`src/rtl/bat_pkg.sv`:
```
// ----------------------------------------------------------------------------
// bat_pkg
// Shared types, sizes and codes for the breakpoint address table.
// ----------------------------------------------------------------------------
package bat_pkg;

  localparam int MAX_ENTRIES = 16;
  localparam int ADDR_W      = 16;
  localparam int OP_W        = 2;
  localparam int COUNT_OUT_W = 5;
  localparam int IDX_W       = (MAX_ENTRIES > 1) ? $clog2(MAX_ENTRIES) : 1;
  localparam int CNT_W       = $clog2(MAX_ENTRIES + 1);

  typedef enum logic [OP_W-1:0] {
    OP_SET   = 2'd0,
    OP_CLEAR = 2'd1,
    OP_QUERY = 2'd2
  } op_t;

  typedef enum logic [2:0] {
    ST_IDLE,
    ST_SCAN,
    ST_DRAIN,
    ST_EXEC,
    ST_MOVE,
    ST_DONE
  } state_t;

  typedef struct packed {
    logic              we;
    logic [IDX_W-1:0]  waddr;
    logic [ADDR_W-1:0] wdata;
    logic [IDX_W-1:0]  raddr;
  } ram_req_t;

  typedef struct packed {
    logic                   found;
    logic [COUNT_OUT_W-1:0] entry_count;
    logic                   full_reject;
  } res_t;

  function automatic logic [COUNT_OUT_W-1:0] count_out(input logic [CNT_W-1:0] c);
    logic [CNT_W+COUNT_OUT_W-1:0] w;
    w = (CNT_W + COUNT_OUT_W)'(c);
    return w[COUNT_OUT_W-1:0];
  endfunction

endpackage

```
`src/rtl/bat_if.sv`:
```
// ----------------------------------------------------------------------------
// bat_if
// Valid/ready channels for request and response beats.
// ----------------------------------------------------------------------------
interface bat_in_if;
  import bat_pkg::*;

  logic              valid;
  logic              ready;
  logic [OP_W-1:0]   opcode;
  logic [ADDR_W-1:0] address;

  modport source (output valid, output opcode, output address, input ready);
  modport sink   (input valid, input opcode, input address, output ready);
endinterface

interface bat_out_if;
  import bat_pkg::*;

  logic                   valid;
  logic                   ready;
  logic                   found;
  logic [COUNT_OUT_W-1:0] entry_count;
  logic                   full_reject;

  modport source (output valid, output found, output entry_count, output full_reject,
                  input ready);
  modport sink   (input valid, input found, input entry_count, input full_reject,
                  output ready);
endinterface

```
`src/rtl/bat_ram.sv`:
```
// ----------------------------------------------------------------------------
// bat_ram
// Generic single-write, single-read RAM with registered read data.
// ----------------------------------------------------------------------------
module bat_ram #(
  parameter int WIDTH = 16,
  parameter int DEPTH = 16
) (
  input  logic                                        clk,
  input  logic                                        we,
  input  logic [((DEPTH > 1) ? $clog2(DEPTH) : 1)-1:0] waddr,
  input  logic [WIDTH-1:0]                            wdata,
  input  logic [((DEPTH > 1) ? $clog2(DEPTH) : 1)-1:0] raddr,
  output logic [WIDTH-1:0]                            rdata
);

  logic [WIDTH-1:0] mem [DEPTH];

  always_ff @(posedge clk) begin
    if (we) begin
      mem[waddr] <= wdata;
    end
    rdata <= mem[raddr];
  end

endmodule

```
`src/rtl/bat_seq.sv`:
```
// ----------------------------------------------------------------------------
// bat_seq
// Sequencer: scans the valid entries through one shared comparator, then
// appends, moves the last entry down, or leaves the table as it is.
// ----------------------------------------------------------------------------
module bat_seq (
  input  logic                      clk,
  input  logic                      rst,
  bat_in_if.sink                    req,
  output bat_pkg::ram_req_t         ram,
  input  logic [bat_pkg::ADDR_W-1:0] rd_data,
  output bat_pkg::res_t             res,
  output logic                      res_valid,
  input  logic                      res_take
);
  import bat_pkg::*;

  state_t            state, state_next;
  op_t               op;
  logic [ADDR_W-1:0] addr;
  logic [CNT_W-1:0]  count;
  logic [IDX_W-1:0]  idx;
  logic [IDX_W-1:0]  cmp_idx;
  logic              cmp_vld;
  logic              hit;
  logic [IDX_W-1:0]  slot;
  logic              reject;
  logic [IDX_W-1:0]  last_idx;
  logic              match;
  logic              accept;

  assign last_idx = IDX_W'(count - CNT_W'(1));
  assign match    = cmp_vld && (rd_data == addr);
  assign accept   = req.valid && req.ready;

  always_ff @(posedge clk) begin
    if (rst) begin
      state <= ST_IDLE;
    end else begin
      state <= state_next;
    end
  end

  always_comb begin
    state_next = state;
    req.ready  = 1'b0;
    res_valid  = 1'b0;
    ram        = '0;
    case (state)
      ST_IDLE: begin
        req.ready = 1'b1;
        if (req.valid) begin
          state_next = (count == '0) ? ST_EXEC : ST_SCAN;
        end
      end
      ST_SCAN: begin
        ram.raddr = idx;
        if (idx == last_idx) begin
          state_next = ST_DRAIN;
        end
      end
      ST_DRAIN: begin
        state_next = ST_EXEC;
      end
      ST_EXEC: begin
        state_next = ST_DONE;
        case (op)
          OP_SET: begin
            if (!hit && count < CNT_W'(MAX_ENTRIES)) begin
              ram.we    = 1'b1;
              ram.waddr = IDX_W'(count);
              ram.wdata = addr;
            end
          end
          OP_CLEAR: begin
            if (hit) begin
              ram.raddr  = last_idx;
              state_next = ST_MOVE;
            end
          end
          default: ;
        endcase
      end
      ST_MOVE: begin
        ram.we     = 1'b1;
        ram.waddr  = slot;
        ram.wdata  = rd_data;
        state_next = ST_DONE;
      end
      ST_DONE: begin
        res_valid = 1'b1;
        if (res_take) begin
          state_next = ST_IDLE;
        end
      end
      default: state_next = ST_IDLE;
    endcase
  end

  always_ff @(posedge clk) begin
    if (rst) begin
      count   <= '0;
      cmp_vld <= 1'b0;
    end else begin
      cmp_vld <= (state == ST_SCAN);
      if (state == ST_EXEC && op == OP_SET && !hit && count < CNT_W'(MAX_ENTRIES)) begin
        count <= count + CNT_W'(1);
      end
      if (state == ST_MOVE) begin
        count <= count - CNT_W'(1);
      end
    end
  end

  always_ff @(posedge clk) begin
    cmp_idx <= idx;
    if (accept) begin
      op     <= op_t'(req.opcode);
      addr   <= req.address;
      idx    <= '0;
      hit    <= 1'b0;
      reject <= 1'b0;
    end else begin
      if (state == ST_SCAN && idx != last_idx) begin
        idx <= idx + IDX_W'(1);
      end
      if (match && !hit) begin
        hit  <= 1'b1;
        slot <= cmp_idx;
      end
      if (state == ST_EXEC && op == OP_SET && !hit && count == CNT_W'(MAX_ENTRIES)) begin
        reject <= 1'b1;
      end
    end
  end

  assign res.found       = hit;
  assign res.entry_count = count_out(count);
  assign res.full_reject = reject;

  a_count_bound: assert property (@(posedge clk) disable iff (rst)
    count <= CNT_W'(MAX_ENTRIES))
    else $error("entry count above capacity");

  a_scan_range: assert property (@(posedge clk) disable iff (rst)
    state == ST_SCAN |-> CNT_W'(idx) < count)
    else $error("scan index beyond valid entries");

  a_reject_miss: assert property (@(posedge clk) disable iff (rst)
    res_valid && res.full_reject |-> !res.found && count == CNT_W'(MAX_ENTRIES))
    else $error("reject on hit or non-full table");

  a_busy_after_accept: assert property (@(posedge clk) disable iff (rst)
    accept |=> state != ST_IDLE)
    else $error("sequencer idle right after accepting a beat");

  a_move_on_hit: assert property (@(posedge clk) disable iff (rst)
    state == ST_MOVE |-> hit && op == OP_CLEAR && count != '0)
    else $error("entry move without a matching clear");

endmodule

```
`src/rtl/breakpoint_address_table.sv`:
```
// ----------------------------------------------------------------------------
// breakpoint_address_table
// Set, clear and query of breakpoint addresses in a compact table.
// ----------------------------------------------------------------------------
// Each request beat scans the valid entries of the table (at most 16): the
// entries are read one a cycle from the table RAM and compared against the
// address by one comparator, then a set of a new address writes one slot if
// the table has room, or a clear that hits reads the last entry and writes
// it into the freed slot. One response beat per request; a finished response
// sits in an output register so the next request can be taken while it
// waits. No configuration, no clearing pass after reset.
module breakpoint_address_table (
  input  logic    clk,
  input  logic    rst,
  bat_in_if.sink  req,
  bat_out_if.source rsp
);
  import bat_pkg::*;

  ram_req_t          ram;
  logic [ADDR_W-1:0] rd_data;
  res_t              res;
  logic              res_valid;
  logic              res_take;
  res_t              out_q;
  logic              out_valid;

  bat_ram #(
    .WIDTH (ADDR_W),
    .DEPTH (MAX_ENTRIES)
  ) u_ram (
    .clk   (clk),
    .we    (ram.we),
    .waddr (ram.waddr),
    .wdata (ram.wdata),
    .raddr (ram.raddr),
    .rdata (rd_data)
  );

  bat_seq u_seq (
    .clk       (clk),
    .rst       (rst),
    .req       (req),
    .ram       (ram),
    .rd_data   (rd_data),
    .res       (res),
    .res_valid (res_valid),
    .res_take  (res_take)
  );

  assign res_take = !out_valid || rsp.ready;

  always_ff @(posedge clk) begin
    if (rst) begin
      out_valid <= 1'b0;
    end else if (res_take) begin
      out_valid <= res_valid;
    end
  end

  always_ff @(posedge clk) begin
    if (res_take && res_valid) begin
      out_q <= res;
    end
  end

  assign rsp.valid       = out_valid;
  assign rsp.found       = out_q.found;
  assign rsp.entry_count = out_q.entry_count;
  assign rsp.full_reject = out_q.full_reject;

endmodule
```
`src/flat_wrapper.sv`:
```
// flat-port wrapper written by rule: the top's interface ports become plain ports
module breakpoint_address_table_flat import bat_pkg::*;
  (clk, rst, req_valid, req_opcode, req_address, req_ready, rsp_valid, rsp_found, rsp_entry_count, rsp_full_reject, rsp_ready);
  bat_in_if req_i ();
  bat_out_if rsp_i ();
  input  logic clk;
  input  logic rst;
  input wire logic [$bits(req_i.valid)-1:0] req_valid;
  input wire logic [$bits(req_i.opcode)-1:0] req_opcode;
  input wire logic [$bits(req_i.address)-1:0] req_address;
  output wire logic [$bits(req_i.ready)-1:0] req_ready;
  output wire logic [$bits(rsp_i.valid)-1:0] rsp_valid;
  output wire logic [$bits(rsp_i.found)-1:0] rsp_found;
  output wire logic [$bits(rsp_i.entry_count)-1:0] rsp_entry_count;
  output wire logic [$bits(rsp_i.full_reject)-1:0] rsp_full_reject;
  input wire logic [$bits(rsp_i.ready)-1:0] rsp_ready;
  assign req_i.valid = req_valid;
  assign req_i.opcode = req_opcode;
  assign req_i.address = req_address;
  assign req_ready = req_i.ready;
  assign rsp_valid = rsp_i.valid;
  assign rsp_found = rsp_i.found;
  assign rsp_entry_count = rsp_i.entry_count;
  assign rsp_full_reject = rsp_i.full_reject;
  assign rsp_i.ready = rsp_ready;
  breakpoint_address_table u_core (.clk(clk), .rst(rst), .req(req_i), .rsp(rsp_i));
endmodule
```
`config.mk`:
```
export PLATFORM = sky130hd
export DESIGN_NAME = breakpoint_address_table_flat
export DESIGN_NICKNAME = d
export VERILOG_FILES = /design/src/rtl/bat_pkg.sv /design/src/rtl/bat_if.sv /design/src/rtl/bat_ram.sv /design/src/rtl/bat_seq.sv /design/src/rtl/breakpoint_address_table.sv /design/src/flat_wrapper.sv
export SDC_FILE = /design/constraint.sdc
export NUM_CORES = 1
export LEC_CHECK = 0
export ABC_AREA = 1
export BUFFER_PORTS_ARGS = -buffer_cell sky130_fd_sc_hd__buf_2
export CAP_MARGIN = 10
export CELL_PAD_IN_SITES_DETAIL_PLACEMENT = 1
export CELL_PAD_IN_SITES_GLOBAL_PLACEMENT = 1
export CORE_ASPECT_RATIO = 2
export CORE_MARGIN = 2
export CORE_UTILIZATION = 50
export CTS_CLUSTER_SIZE = 25
export DETAILED_ROUTE_END_ITERATION = 16
export PLACE_DENSITY = 0.84
export SLEW_MARGIN = 20
export SYNTH_ARGS = -nofsm -noshare
export SYNTH_HDL_FRONTEND = slang
export SYNTH_SLANG_ARGS = --single-unit
export TNS_END_PERCENT = 50
```
`constraint.sdc`:
```
create_clock -name clk -period 3.4 [get_ports clk]
set_input_delay 0.17 -clock clk [delete_from_list [all_inputs] [get_ports clk]]
set_output_delay 0.17 -clock clk [all_outputs]
set_load 0.02 [all_outputs]
```
==> results.json <==
{
  "required_ns": 3.66,
  "fmax_mhz": 331.4,
  "io_pins": 31,
  "path_class": "register to register",
  "remaining_drc_errors": 0,
  "antenna_found_initial": 0,
  "ys_seq_area_frac": 0.6588,
  "synth_cell_types": 38,
  "rows": 86,
  "status": "finished clean",
  "grt.total_usage": 0.3369,
  "start_kind": "register",
  "yosysTopAreaCellShare": 0.6077,
  "relSlewSlack": 0.3617,
  "cts_root_buf": "clkbuf_16",
  "synth_edf_count": 285,
  "die_w_um": 122.7,
  "synth_area_leaders": "edfxtp_1, nand3_1, nand2_1, inv_1, dfxtp_1",
  "fin_crit_ns": 3.018,
  "yosysTopAreaCell": "edfxtp_1",
  "syn_inst": 1333,
  "drt-wirelength-per-cell_um": 27.17,
  "final_util": 0.5805,
  "tns_ns": 0,
  "finalWorstSetupSlack_ns": 0.3824,
  "cts_sinks": 321,
  "start_util": 0.5093,
  "maxCapViolCount": 0,
  "drt_iter0_drc": 1038,
  "synth_seq_cells": 321,
  "syn_area_per_cell_um2": 10.57,
  "grt.met3_usage": 0.04590,
  "finalCritPeriodShare": 0.8875,
  "cts_tree": "built",
  "clk-insertion-delay-late_ns": 0.59,
  "dieArea_mm2": 0.02961,
  "port_buffers": 30,
  "syn2layout_area_growth_pct": 13.98,
  "p_leak_nw": 6.624,
  "rsz0062_at_grt": "no",
  "finalSetupViolations": 0,
  "skew_ns": 0.01325,
  "async_flop_share": 0,
  "cts.htree.levels": 1,
  "cts_buffers": 28,
  "clkTransAtPathRegs_ns": 0.08,
  "power_mw": 10.51,
  "synthesis.nets": 1359,
  "ir_drop_mv": 0.7926,
  "tightest_slew_ns": 0.9574,
  "synth_most_common_cell": "nand3_1",
  "yosysWarnings": 0,
  "cts_resized": 0,
  "firstDrtPassIters": 6,
  "synth_common_cells": "nand3_1, edfxtp_1, nand2_1, inv_1, buf_2",
  "fin_nets": 1434,
  "dr_total_vias": 11070,
  "finalHoldViolCount": 0,
  "fill_cells": 2860,
  "syn-cell-area_mm2": 0.01408,
  "ant_nets": 0,
  "antennaDiodeCount": 0,
  "top_usage_layer": "met2",
  "cp-end-kind": "register",
  "grt_pass1_wl_mm": 73.00,
  "first_global_vias": 12150,
  "grt.met2_usage": 0.5865,
  "grt_max_degree": 130,
  "use_met1": 0.3777,
  "grt-ovfl-total": 0,
  "p_per_area_mw_per_mm2": 654.6,
  "vias_per_cell": 6.214,
  "drive_gt1_frac": 0.1175,
  "final_max_slew_viol_count": 0,
  "routed_wl_mm": 48.41,
  "gp_congestion": 0.9218,
  "critPathArrivalTime_ns": 3.28,
  "ys.flop_type": "edfxtp_1",
  "min_path_type": "primary input to register",
  "cts_buffer_depth": 3,
  "fp.dieH_um": 241.3,
  "preCtsSetupSlack_ns": 0.7474,
  "critPathMaxFanout": 16,
  "post-dp-hpwl_mm": 27.43,
  "core-area_mm2": 0.02765
}
## cells by family after synthesis
| group | after synthesis | share of synthesized area |
|---|---|---|
| simple gates | 652 | 0.2185 |
| flops | 321 | 0.6588 |
| fa+ha+maj | 4 | 0.003554 |
| compound gates | 56 | 0.02497 |
| buf+inv | 291 | 0.08858 |
| xor+xnor | 9 | 0.005597 |
## power by group
part | switching, mW | total, mW | internal, mW | leakage [nW]
registers | 0.265 | 4.86 | 4.59 | 2.89
clock network | 1.59 | 3.51 | 1.92 | 0.466
logic | 1.52 | 2.14 | 0.622 | 3.26
total | 3.37 | 10.5 | 7.14 | 6.62
## layout make-up
type | count | area (um2) | share of cell area
Clock buffer | 38 | 779.5 | 0.04856
Clock inverter | 14 | 180.2 | 0.01122
Inverter | 224 | 840.8 | 0.05238
Multi-Input combinational cell | 721 | 3640 | 0.2267
Sequential cell | 321 | 9279 | 0.5780
Tap cell | 352 | 440.4 | 0.02744
Timing Repair Buffer | 112 | 893.4 | 0.05565
## sequential cells by signal, summed over array words and instances, names as in the netlist, 3 cells and up
signal / cells
u_core.u_seq.addr: 16
u_core.u_seq.cmp_idx: 4
u_core.rsp.entry_count: 5
u_core.u_seq.idx: 4
u_core.u_seq.slot: 4
u_core.u_ram.mem: 256
u_core.u_ram.rdata: 16
u_core.u_seq.state: 3
u_core.u_seq.count: 5
## stage by stage
step / hold WS (ns) / instances / area (um2)
global placement: 0.3464 / 1709 / 14880
detailed placement: 0.3483 / 1709 / 14880
CTS: 0.2859 / 1782 / 16050
global route: 0.2968 / 1782 / 16050
finish: 0.2925 / 1782 / 16050
floorplan: 0.2394 / 1333 / 14080
## routing by layer
metal	vias up	wire length [um]
li1	4638	-
met1	5519	16300
met2	693	25460
met3	224	3244
met4	0	3412
met5	-	0
## final timing paths
path | from | to | cells after the start | slack (ns)
setup / recovery | u_core.u_seq.op[1]$_DFFE_PP_ | u_core.u_ram.mem[6][3]$_DFFE_PP_ | 7 | 0.38
hold reg to reg | u_core.u_seq.cmp_idx[2]$_DFF_P_ | u_core.u_seq.slot[2]$_DFFE_PP_ | 0 | 0.41
hold / removal | req_address[9] | u_core.u_seq.addr[9]$_DFFE_PP_ | 2 | 0.29
setup reg to reg | u_core.u_seq.op[1]$_DFFE_PP_ | u_core.u_ram.mem[6][3]$_DFFE_PP_ | 7 | 0.38
## worst max-delay path, cell delays in order (launching register included)
cell and delay (ns):
edfxtp_1 0.46, or2_2 0.33, nor2_1 0.14, nand2_1 0.37, o21ai_0 0.59, nand2_1 0.31, nor2_2 0.20, buf_4 0.31
## layout by cell type (no fill, tap or decap), types with 3 or more instances in the layout
master         count
o22ai_1           11
edfxtp_1         285
clkbuf_16         29
xor2_1             7
buf_2             30
dlygate4sd3_1     21
nand3_1          299
nor2_2            16
nand2_1          244
bufinv_16          4
inv_2              5
o21ai_0           18
nand3_4            3
nor2_1            25
clkbuf_1           7
nand3b_1          48
clkinv_1           3
dfxtp_1           36
a21oi_1            9
clkinv_2           3
buf_12             6
a22o_1             4
inv_1            219
nor3_1             6
buf_4             55
a31oi_1            3
ha_1               4
o21a_1             3
## timing repair
action | CTS | global route
hold endpoints to repair | 25 | 0
hold buffers | 21 | 0
setup buffers | 0 | 0
endpoints found under the setup margin | 0 | 0
Note: power is estimated with default switching activity, not from simulation.
